**src/cfd_pkg.sv**
```systemverilog
// chunk frame decoder package: header layout, status codes, config indexes, result type
// no dependencies; used by every other file of the decoder
package cfd_pkg;

	// byte position counter, saturating at all ones
	localparam int unsigned POS_W = 33;
	typedef logic [POS_W-1:0] pos_t;
	localparam pos_t POS_MAX = '1;

	// header layout, first byte position of each section
	localparam pos_t POS_VER    = 33'd4;
	localparam pos_t POS_FLAG   = 33'd5;
	localparam pos_t POS_ID_HI  = 33'd8;
	localparam pos_t POS_ID_LO  = 33'd16;
	localparam pos_t POS_STREAM = 33'd24;
	localparam pos_t POS_CHUNK  = 33'd28;
	localparam pos_t POS_LEN    = 33'd36;
	localparam pos_t HDR_BYTES  = 33'd40;

	// magic bytes at header positions zero to three
	localparam logic [7:0] MAGIC [4] = '{8'h41, 8'h56, 8'h46, 8'h31};

	// end-of-frame status, in reporting priority after ok
	typedef enum logic [2:0] {
		ST_OK    = 3'd0,
		ST_TRUNC = 3'd1,
		ST_MAGIC = 3'd2,
		ST_HDR   = 3'd3,
		ST_LEN   = 3'd4
	} status_t;

	// configuration register indexes and reset values
	localparam int unsigned CFG_DATA_W = 32;
	typedef logic [0:0] cfg_idx_t;
	localparam cfg_idx_t CFG_FRAME_VERSION = 1'd0;
	localparam cfg_idx_t CFG_MAX_PAYLOAD   = 1'd1;
	localparam logic [7:0]  VERSION_RST     = 8'd1;
	localparam logic [31:0] MAX_PAYLOAD_RST = 32'd16777216;

	// one result word
	typedef struct packed {
		logic [7:0]  payload_byte;
		logic        payload_valid;
		logic        frame_done;
		status_t     status;
		logic [63:0] transfer_id_high;
		logic [63:0] transfer_id_low;
		logic [31:0] stream_number;
		logic [63:0] chunk_number;
		logic        is_final_chunk;
		logic [31:0] payload_length;
	} res_t;

endpackage

```
**src/cfd_if.sv**
```systemverilog
// valid/ready channel interfaces for the chunk frame decoder input and result words
// depends on cfd_pkg for the status type
interface cfd_in_if;
	logic       valid;
	logic       ready;
	logic [7:0] data_byte;
	logic       last_byte;

	modport source (output valid, output data_byte, output last_byte, input ready);
	modport sink (input valid, input data_byte, input last_byte, output ready);
endinterface

interface cfd_out_if;
	logic              valid;
	logic              ready;
	logic [7:0]        payload_byte;
	logic              payload_valid;
	logic              frame_done;
	cfd_pkg::status_t  status;
	logic [63:0]       transfer_id_high;
	logic [63:0]       transfer_id_low;
	logic [31:0]       stream_number;
	logic [63:0]       chunk_number;
	logic              is_final_chunk;
	logic [31:0]       payload_length;

	modport source (
		output valid, output payload_byte, output payload_valid, output frame_done,
		output status, output transfer_id_high, output transfer_id_low,
		output stream_number, output chunk_number, output is_final_chunk,
		output payload_length, input ready
	);
	modport sink (
		input valid, input payload_byte, input payload_valid, input frame_done,
		input status, input transfer_id_high, input transfer_id_low,
		input stream_number, input chunk_number, input is_final_chunk,
		input payload_length, output ready
	);
endinterface

```
**src/cfd_hdr_parse.sv**
```systemverilog
// per-frame header parser: byte counter, sticky checks, header shift registers
// computes the result word for the current byte; depends on cfd_pkg
module cfd_hdr_parse (
	input  logic              clk,
	input  logic              arst_n,
	input  logic              step,
	input  logic [7:0]        data_byte,
	input  logic              last_byte,
	input  logic [7:0]        frame_version,
	input  logic [31:0]       max_payload,
	output cfd_pkg::res_t     res
);

	cfd_pkg::pos_t pos_q, pos_inc, len_end;
	logic          magic_err_q, magic_err_d;
	logic          hdr_err_q, hdr_err_d;
	logic          final_q, final_d;
	logic [63:0]   id_hi_q, id_hi_d;
	logic [63:0]   id_lo_q, id_lo_d;
	logic [31:0]   stream_q, stream_d;
	logic [63:0]   chunk_q, chunk_d;
	logic [31:0]   len_q, len_d;
	logic          is_pay;
	cfd_pkg::status_t status;

	// field decode by byte position
	always_comb begin
		magic_err_d = magic_err_q;
		hdr_err_d   = hdr_err_q;
		final_d     = final_q;
		id_hi_d     = id_hi_q;
		id_lo_d     = id_lo_q;
		stream_d    = stream_q;
		chunk_d     = chunk_q;
		len_d       = len_q;
		is_pay      = 1'b0;
		priority if (pos_q < cfd_pkg::POS_VER) begin
			if (data_byte != cfd_pkg::MAGIC[pos_q[1:0]]) magic_err_d = 1'b1;
		end else if (pos_q == cfd_pkg::POS_VER) begin
			if (data_byte != frame_version) hdr_err_d = 1'b1;
		end else if (pos_q == cfd_pkg::POS_FLAG) begin
			if (data_byte > 8'd1) hdr_err_d = 1'b1;
			final_d = (data_byte == 8'd1);
		end else if (pos_q < cfd_pkg::POS_ID_HI) begin
			if (data_byte != 8'd0) hdr_err_d = 1'b1;
		end else if (pos_q < cfd_pkg::POS_ID_LO) begin
			id_hi_d = {id_hi_q[55:0], data_byte};
		end else if (pos_q < cfd_pkg::POS_STREAM) begin
			id_lo_d = {id_lo_q[55:0], data_byte};
		end else if (pos_q < cfd_pkg::POS_CHUNK) begin
			stream_d = {stream_q[23:0], data_byte};
		end else if (pos_q < cfd_pkg::POS_LEN) begin
			chunk_d = {chunk_q[55:0], data_byte};
		end else if (pos_q < cfd_pkg::HDR_BYTES) begin
			len_d = {len_q[23:0], data_byte};
		end else begin
			is_pay = 1'b1;
		end
	end

	// saturating count; the last byte of a well-formed frame sits at length + 39
	assign pos_inc = (pos_q == cfd_pkg::POS_MAX) ? pos_q : pos_q + 33'd1;
	assign len_end = {1'b0, len_d} + (cfd_pkg::HDR_BYTES - 33'd1);

	// end status by priority
	always_comb begin
		priority if (pos_inc < cfd_pkg::HDR_BYTES) begin
			status = cfd_pkg::ST_TRUNC;
		end else if (magic_err_d) begin
			status = cfd_pkg::ST_MAGIC;
		end else if (hdr_err_d) begin
			status = cfd_pkg::ST_HDR;
		end else if (len_d > max_payload || pos_q != len_end) begin
			status = cfd_pkg::ST_LEN;
		end else begin
			status = cfd_pkg::ST_OK;
		end
	end

	// result word; header fields only on the last byte
	always_comb begin
		res               = '0;
		res.payload_byte  = is_pay ? data_byte : 8'd0;
		res.payload_valid = is_pay;
		res.frame_done    = last_byte;
		res.status        = cfd_pkg::ST_OK;
		if (last_byte) begin
			res.status           = status;
			res.transfer_id_high = id_hi_d;
			res.transfer_id_low  = id_lo_d;
			res.stream_number    = stream_d;
			res.chunk_number     = chunk_d;
			res.is_final_chunk   = final_d;
			res.payload_length   = len_d;
		end
	end

	// frame state, cleared after the last byte
	always_ff @(posedge clk or negedge arst_n) begin
		if (!arst_n) begin
			pos_q       <= '0;
			magic_err_q <= 1'b0;
			hdr_err_q   <= 1'b0;
			final_q     <= 1'b0;
			id_hi_q     <= '0;
			id_lo_q     <= '0;
			stream_q    <= '0;
			chunk_q     <= '0;
			len_q       <= '0;
		end else if (step) begin
			if (last_byte) begin
				pos_q       <= '0;
				magic_err_q <= 1'b0;
				hdr_err_q   <= 1'b0;
				final_q     <= 1'b0;
				id_hi_q     <= '0;
				id_lo_q     <= '0;
				stream_q    <= '0;
				chunk_q     <= '0;
				len_q       <= '0;
			end else begin
				pos_q       <= pos_inc;
				magic_err_q <= magic_err_d;
				hdr_err_q   <= hdr_err_d;
				final_q     <= final_d;
				id_hi_q     <= id_hi_d;
				id_lo_q     <= id_lo_d;
				stream_q    <= stream_d;
				chunk_q     <= chunk_d;
				len_q       <= len_d;
			end
		end
	end

endmodule

```
**src/chunk_frame_decoder_top.sv**
```systemverilog
// chunk frame decoder top level: input register, header parser, result register
// depends on cfd_pkg, cfd_if.sv and cfd_hdr_parse
// an accepted byte is held in the input register; its result word then goes to the result register
// throughput: one byte per cycle; the two-stage valid/ready pipeline stalls only
// when the result register holds a word that is not taken
// reset: arst_n clears the pipeline, the frame state and sets the config registers
// to version 1 and max payload 16777216
module chunk_frame_decoder_top (
	input  logic                                clk,
	input  logic                                arst_n,
	cfd_in_if.sink                              in_ch,
	cfd_out_if.source                           out_ch,
	input  logic                                cfg_we,
	input  cfd_pkg::cfg_idx_t                   cfg_index,
	input  logic [cfd_pkg::CFG_DATA_W-1:0]      cfg_data
);

	logic          valid_s1;
	logic [7:0]    data_s1;
	logic          last_s1;
	logic          out_valid_q;
	cfd_pkg::res_t res, res_q;
	logic [7:0]    frame_version_q;
	logic [31:0]   max_payload_q;
	logic          advance, step;

	// pipeline control
	assign advance      = !out_valid_q || out_ch.ready;
	assign step         = valid_s1 && advance;
	assign in_ch.ready  = !valid_s1 || advance;

	// configuration registers
	always_ff @(posedge clk or negedge arst_n) begin
		if (!arst_n) begin
			frame_version_q <= cfd_pkg::VERSION_RST;
			max_payload_q   <= cfd_pkg::MAX_PAYLOAD_RST;
		end else if (cfg_we) begin
			unique case (cfg_index)
				cfd_pkg::CFG_FRAME_VERSION: frame_version_q <= cfg_data[7:0];
				cfd_pkg::CFG_MAX_PAYLOAD:   max_payload_q   <= cfg_data[31:0];
				default: ;
			endcase
		end
	end

	// input register
	always_ff @(posedge clk or negedge arst_n) begin
		if (!arst_n) begin
			valid_s1 <= 1'b0;
		end else if (in_ch.ready) begin
			valid_s1 <= in_ch.valid;
		end
	end

	always_ff @(posedge clk) begin
		if (in_ch.valid && in_ch.ready) begin
			data_s1 <= in_ch.data_byte;
			last_s1 <= in_ch.last_byte;
		end
	end

	// header parse and status
	cfd_hdr_parse u_parse (
		.clk           (clk),
		.arst_n        (arst_n),
		.step          (step),
		.data_byte     (data_s1),
		.last_byte     (last_s1),
		.frame_version (frame_version_q),
		.max_payload   (max_payload_q),
		.res           (res)
	);

	// result register
	always_ff @(posedge clk or negedge arst_n) begin
		if (!arst_n) begin
			out_valid_q <= 1'b0;
		end else if (advance) begin
			out_valid_q <= valid_s1;
		end
	end

	always_ff @(posedge clk) begin
		if (step) res_q <= res;
	end

	assign out_ch.valid            = out_valid_q;
	assign out_ch.payload_byte     = res_q.payload_byte;
	assign out_ch.payload_valid    = res_q.payload_valid;
	assign out_ch.frame_done       = res_q.frame_done;
	assign out_ch.status           = res_q.status;
	assign out_ch.transfer_id_high = res_q.transfer_id_high;
	assign out_ch.transfer_id_low  = res_q.transfer_id_low;
	assign out_ch.stream_number    = res_q.stream_number;
	assign out_ch.chunk_number     = res_q.chunk_number;
	assign out_ch.is_final_chunk   = res_q.is_final_chunk;
	assign out_ch.payload_length   = res_q.payload_length;

	// a stepped word always lands in the result register
	a_step_fills_out: assert property (@(posedge clk) disable iff (!arst_n)
		step |=> out_valid_q)
		else $error("stepped word lost before result register");

	// an empty result register never holds back the input
	a_empty_out_ready: assert property (@(posedge clk) disable iff (!arst_n)
		!out_valid_q |-> in_ch.ready)
		else $error("input stalled with empty result register");

	// status and header fields only on the last word of a frame
	a_mid_frame_clean: assert property (@(posedge clk) disable iff (!arst_n)
		out_valid_q && !res_q.frame_done |->
			res_q.status == cfd_pkg::ST_OK && res_q.payload_length == 32'd0)
		else $error("status reported mid frame");

endmodule

```
**src/flat_wrapper.sv**
```systemverilog
// flat-port wrapper written by rule: the top's interface ports become plain ports
module chunk_frame_decoder_top_flat 
  (clk, arst_n, cfg_we, cfg_index, cfg_data, in_ch_valid, in_ch_data_byte, in_ch_last_byte, in_ch_ready, out_ch_valid, out_ch_payload_byte, out_ch_payload_valid, out_ch_frame_done, out_ch_status, out_ch_transfer_id_high, out_ch_transfer_id_low, out_ch_stream_number, out_ch_chunk_number, out_ch_is_final_chunk, out_ch_payload_length, out_ch_ready);
  cfd_in_if in_ch_i ();
  cfd_out_if out_ch_i ();
  input  logic clk;
  input  logic arst_n;
  input  logic cfg_we;
  input  cfd_pkg::cfg_idx_t cfg_index;
  input  logic [cfd_pkg::CFG_DATA_W-1:0] cfg_data;
  input wire logic [$bits(in_ch_i.valid)-1:0] in_ch_valid;
  input wire logic [$bits(in_ch_i.data_byte)-1:0] in_ch_data_byte;
  input wire logic [$bits(in_ch_i.last_byte)-1:0] in_ch_last_byte;
  output wire logic [$bits(in_ch_i.ready)-1:0] in_ch_ready;
  output wire logic [$bits(out_ch_i.valid)-1:0] out_ch_valid;
  output wire logic [$bits(out_ch_i.payload_byte)-1:0] out_ch_payload_byte;
  output wire logic [$bits(out_ch_i.payload_valid)-1:0] out_ch_payload_valid;
  output wire logic [$bits(out_ch_i.frame_done)-1:0] out_ch_frame_done;
  output wire logic [$bits(out_ch_i.status)-1:0] out_ch_status;
  output wire logic [$bits(out_ch_i.transfer_id_high)-1:0] out_ch_transfer_id_high;
  output wire logic [$bits(out_ch_i.transfer_id_low)-1:0] out_ch_transfer_id_low;
  output wire logic [$bits(out_ch_i.stream_number)-1:0] out_ch_stream_number;
  output wire logic [$bits(out_ch_i.chunk_number)-1:0] out_ch_chunk_number;
  output wire logic [$bits(out_ch_i.is_final_chunk)-1:0] out_ch_is_final_chunk;
  output wire logic [$bits(out_ch_i.payload_length)-1:0] out_ch_payload_length;
  input wire logic [$bits(out_ch_i.ready)-1:0] out_ch_ready;
  assign in_ch_i.valid = in_ch_valid;
  assign in_ch_i.data_byte = in_ch_data_byte;
  assign in_ch_i.last_byte = in_ch_last_byte;
  assign in_ch_ready = in_ch_i.ready;
  assign out_ch_valid = out_ch_i.valid;
  assign out_ch_payload_byte = out_ch_i.payload_byte;
  assign out_ch_payload_valid = out_ch_i.payload_valid;
  assign out_ch_frame_done = out_ch_i.frame_done;
  assign out_ch_status = out_ch_i.status;
  assign out_ch_transfer_id_high = out_ch_i.transfer_id_high;
  assign out_ch_transfer_id_low = out_ch_i.transfer_id_low;
  assign out_ch_stream_number = out_ch_i.stream_number;
  assign out_ch_chunk_number = out_ch_i.chunk_number;
  assign out_ch_is_final_chunk = out_ch_i.is_final_chunk;
  assign out_ch_payload_length = out_ch_i.payload_length;
  assign out_ch_i.ready = out_ch_ready;
  chunk_frame_decoder_top u_core (.clk(clk), .arst_n(arst_n), .in_ch(in_ch_i), .out_ch(out_ch_i), .cfg_we(cfg_we), .cfg_index(cfg_index), .cfg_data(cfg_data));
endmodule
```
**config.mk**
```make
export PLATFORM = sky130hd
export DESIGN_NAME = chunk_frame_decoder_top_flat
export DESIGN_NICKNAME = d
export VERILOG_FILES = /design/src/cfd_pkg.sv /design/src/cfd_if.sv /design/src/cfd_hdr_parse.sv /design/src/chunk_frame_decoder_top.sv /design/src/flat_wrapper.sv
export SDC_FILE = /design/constraint.sdc
export NUM_CORES = 1
export LEC_CHECK = 0
export ABC_AREA = 1
export BUFFER_PORTS_ARGS = -buffer_cell sky130_fd_sc_hd__clkbuf_2
export CORE_UTILIZATION = 31
export CTS_BUF_LIST = sky130_fd_sc_hd__clkbuf_8
export CTS_CLUSTER_DIAMETER = 30
export DETAILED_ROUTE_END_ITERATION = 8
export PLACE_DENSITY_LB_ADDON = 0.3
export SLEW_MARGIN = 20
export SYNTH_ARGS = -nofsm -noshare
export SYNTH_HDL_FRONTEND = slang
export SYNTH_HIERARCHICAL = 1
export SYNTH_SLANG_ARGS = --single-unit
```
**constraint.sdc**
```tcl
create_clock -name clk -period 13.9 [get_ports clk]
set_clock_uncertainty 0.2 [all_clocks]
set_input_delay 0.695 -clock clk [delete_from_list [all_inputs] [get_ports clk]]
set_output_delay 0.695 -clock clk [all_outputs]
set_load 0.02 [all_outputs]
```
==> qor.csv <==
stage,metric,value,unit
clock_network,CTS Sinks,613,
placement,placement-stage cell area,0.03146,sq mm
pwr,leakage,16.67,nW
clock_network,H-Tree Depth,4,
clock_network,number of buffers created by CTS,146,
clock_network,CTS max path bufs,3,
sta,setup TNS,0,ns
die,die area,0.09427,sq mm
die,Chip Height,307.0,um
die,initial core utilization,31.37,%
detailed_routing,WL final,84.53,mm
detailed_routing,DRC,0,
critical_path,Crit-path slowest cell,o21ai_1,
clock_network,hold_buf cts,45,
yosys,net count after synthesis,3221,
die,row count,111,
clock_network,Clock Latency Late Sink,0.79,ns
yosys,Synth Warn #,6,
critical_path,R2R depth,28,
critical_path,reg2reg setup slack,8.25,ns
pwr,Design Power,4.727,mW
cells_and_area,fin cells,4876,
yosys,number of enable flip-flop cells after synthesis,279,
die,Ports,319,
clock_network,number of cells upsized or downsized after cts,0,
critical_path,crit-path max cell delay,0.72,ns
critical_path,Crit Reg-Reg Endpoint,u_core/out_ch.status[2],
global_route,largest net degree at the start of global routing,200,
detailed_routing,First-pass DRT Iterations,7,
critical_path,critical path peak fanout,50,
global_route,vias in the first global route,22440,
sta,Setup Viol. Count Final,0,
job,Max Cap Violations,0,
critical_path,Crit. End Element,flip-flop,
sta,Final min period,5.652,ns
placement,I/O Buffers,318,
cells_and_area,# fillers,9316,
yosys,ys async rst share,54.49,%
detailed_routing,drt initial violations,1831,
global_route,GR Overflow Total,0,
clock_network,Worst-path clk slew,0.06,ns
critical_path,Critical Path RT,14.21,ns
yosys,Yosys top cell area share,29.05,%
die,die width,307.0,um
global_route,first-pass GRT wire length,131.2,mm
pwr,power per cell area,134.3,mW/mm^2
yosys,Synth area leader,edfxtp_1,
detailed_routing,detailed-route wire length per cell,17.34,um
global_route,antenna violations before repair,3,
sta,post-route clock period utilization,40.66,%
yosys,"FF+latch count, synth",613,
yosys,Avg Inst Size Synth,9.192,sq um
detailed_routing,post-route ant nets,0,
critical_path,WP data arrival,5.96,ns
yosys,"top cells by area, synth","edfxtp_1 29%, dfrtp_1 29%, nand2_1 7.7%",
sta,final hold violation count,0,
cells_and_area,share of layout cells above drive strength 1,19.66,%
sta,Max Slew Vio Count,0,
cells_and_area,"Core Util, Final",38.29,%
yosys,post-synthesis sequential area ratio,58.03,%
cells_and_area,Layout area overhead,22.06,%
cells_and_area,fin area,0.03521,sq mm
yosys,Post-Synthesis Cells,3138,
placement,dpl hpwl,55.46,mm
sta,Max transition margin,25.78,%
placement,Final GP Congestion,0.8878,
pwr,maximum vdd drop,0.06602,mV
clock_network,postcts setup bufs,0,
placement,Inst Count DP,4556,
yosys,library cells used by synthesis,50,
yosys,Post-Syn Area,0.02884,sq mm
cells_and_area,fin nets,3589,
sta,RSZ-0062 raised after global routing,false,
cells_and_area,area occupied by multi-input gates,0.009649,sq mm
die,total core area,0.09194,sq mm
sta,fmax,0.1769,GHz
cells_and_area,FF+latch area,0.01674,sq mm
clock_network,CTS tree,done,
yosys,"Primary FF master, synth",dfrtp_1,
global_route,Total Routing Usage GR,17.97,%
run_status,status,"finished, final reports clean",
critical_path,Startpoint Class,flip-flop,
critical_path,"Top cell by count, worst path",nand2_1,
sta,worst slew pin tran,1.113,ns
critical_path,worst r2r src,u_core/u_parse/pos_q[32],
clock_network,Clock Tree Root,clkbuf_8,
critical_path,kind of critical path,flip-flop to flip-flop,
detailed_routing,Via density,4.718,
detailed_routing,Vias,23000,
min_path,hold crit path type,input pin to async pin,
-- worst max-delay path: cells and delay by family, from the launching register on --
| kind | cells | cell delay [ns] |
|---|---|---|
| flops | 1 | 0.43 |
| compound gates | 1 | 0.72 |
| simple gates | 24 | 3.40 |
| buf+inv | 2 | 0.26 |
| fa+ha+maj | 1 | 0.31 |
-- metrics by stage --
step | hold WS, ns | setup slack, ns
floorplan | 0.1994 | 3.731
global placement | 0.2552 | 8.513
global route | 0.2351 | 7.668
CTS | 0.1904 | 8.304
finish | 0.2519 | 8.248
detailed placement | 0.2585 | 8.346
-- worst max-delay path by stage --
stage,start,to,depth (start not counted)
6_report,u_core/u_parse/pos_q[32],u_core/out_ch.status[2],28
5_1_grt,u_core/u_parse/pos_q[32],u_core/out_ch.status[2],28
4_1_cts,u_core/u_parse/pos_q[32],u_core/out_ch.status[2],28
3_5_place_dp,u_core/u_parse/pos_q[32],u_core/out_ch.status[2],28
3_3_place_gp,u_core/u_parse/pos_q[32],u_core/out_ch.status[2],28
2_1_floorplan,out_ch_ready,u_core/u_parse/pos_q[32],9
-- report_power, final --
part	switching (mW)	internal, mW
clock	0.910	1.41
combinational	0.282	0.0925
sequential	0.0451	1.99
total	1.24	3.49
-- layer usage --
layer | wire (um) | up-vias | track usage, % | share of wire, %
met1 | 38140 | 11020 | 24.16 | 45
met3 | 4234 | 146 | 3.715 | 5.0
li1 | - | 11210 | - | -
met5 | 0 | - | 0 | 0
met4 | 2347 | 0 | 6.884 | 2.8
met2 | 39810 | 624 | 28.41 | 47
-- sequential cells by signal (all words and copies together) (netlist names), 8 cells and up --
register	cells
u_core/out_ch.chunk_number	64
u_core/out_ch.transfer_id_high	64
u_core/out_ch.transfer_id_low	64
u_core/u_parse/chunk_q	64
u_core/u_parse/id_hi_q	64
u_core/u_parse/id_lo_q	64
u_core/u_parse/pos_q	33
u_core/max_payload_q	32
u_core/out_ch.payload_length	32
u_core/out_ch.stream_number	32
u_core/u_parse/len_q	32
u_core/u_parse/stream_q	32
u_core/data_s1	8
u_core/frame_version_q	8
u_core/out_ch.payload_byte	8
-- synth_stat cells, types with 2 or more instances --
cell / n
nand2_1: 595
inv_1: 405
nor2_1: 358
dfrtp_1: 332
edfxtp_1: 279
o21ai_0: 275
o22ai_1: 257
clkbuf_1: 138
nand3_1: 106
xor2_1: 59
inv_2: 46
nand4_1: 37
ha_1: 36
nor3_1: 34
nand2_2: 33
a21oi_1: 24
buf_6: 15
nor4_1: 15
o21ai_1: 11
nor2_2: 10
nor2_4: 10
o21ai_2: 8
buf_4: 7
o21ai_4: 7
clkinv_1: 5
nand3_2: 5
nand2_4: 4
buf_12: 2
dfstp_2: 2
nand3_4: 2
nand3b_1: 2
-- cell type report --
cell class,instances,area share [%]
clock buffers,163,6.372
flip-flops and latches,613,47.54
inverters,457,4.918
diodes,1,0.007108
multi-input cells,1904,27.41
well taps,1243,4.417
clock inverters,111,2.967
repair buffers,384,6.368
-- cells in the final DEF, fill, tap and decap left out, types with 37 or more instances in the layout --
cell type,n
nand2_1,595
inv_1,434
nor2_1,357
dfrtp_1,332
clkbuf_2,317
edfxtp_1,279
o21ai_0,275
o22ai_1,257
clkbuf_8,163
nand3_1,103
xor2_1,59
dlygate4sd3_1,45
inv_2,45
nand4_1,37
-- kinds of logic (layout without fill, tap and decap cells) --
logic type	Yosys count	after routing	synth area share (%)
DFF	613	613	58.03
buffers and inverters	621	1115	8.684
AOI/OAI and AO/OA	592	592	11.88
other	0	1	0
adders and majority gates	36	36	1.562
and+or+nand+nor	1217	1217	18.05
xor gates and xnor gates	59	59	1.792
Note: power is estimated with default switching activity, not from simulation.
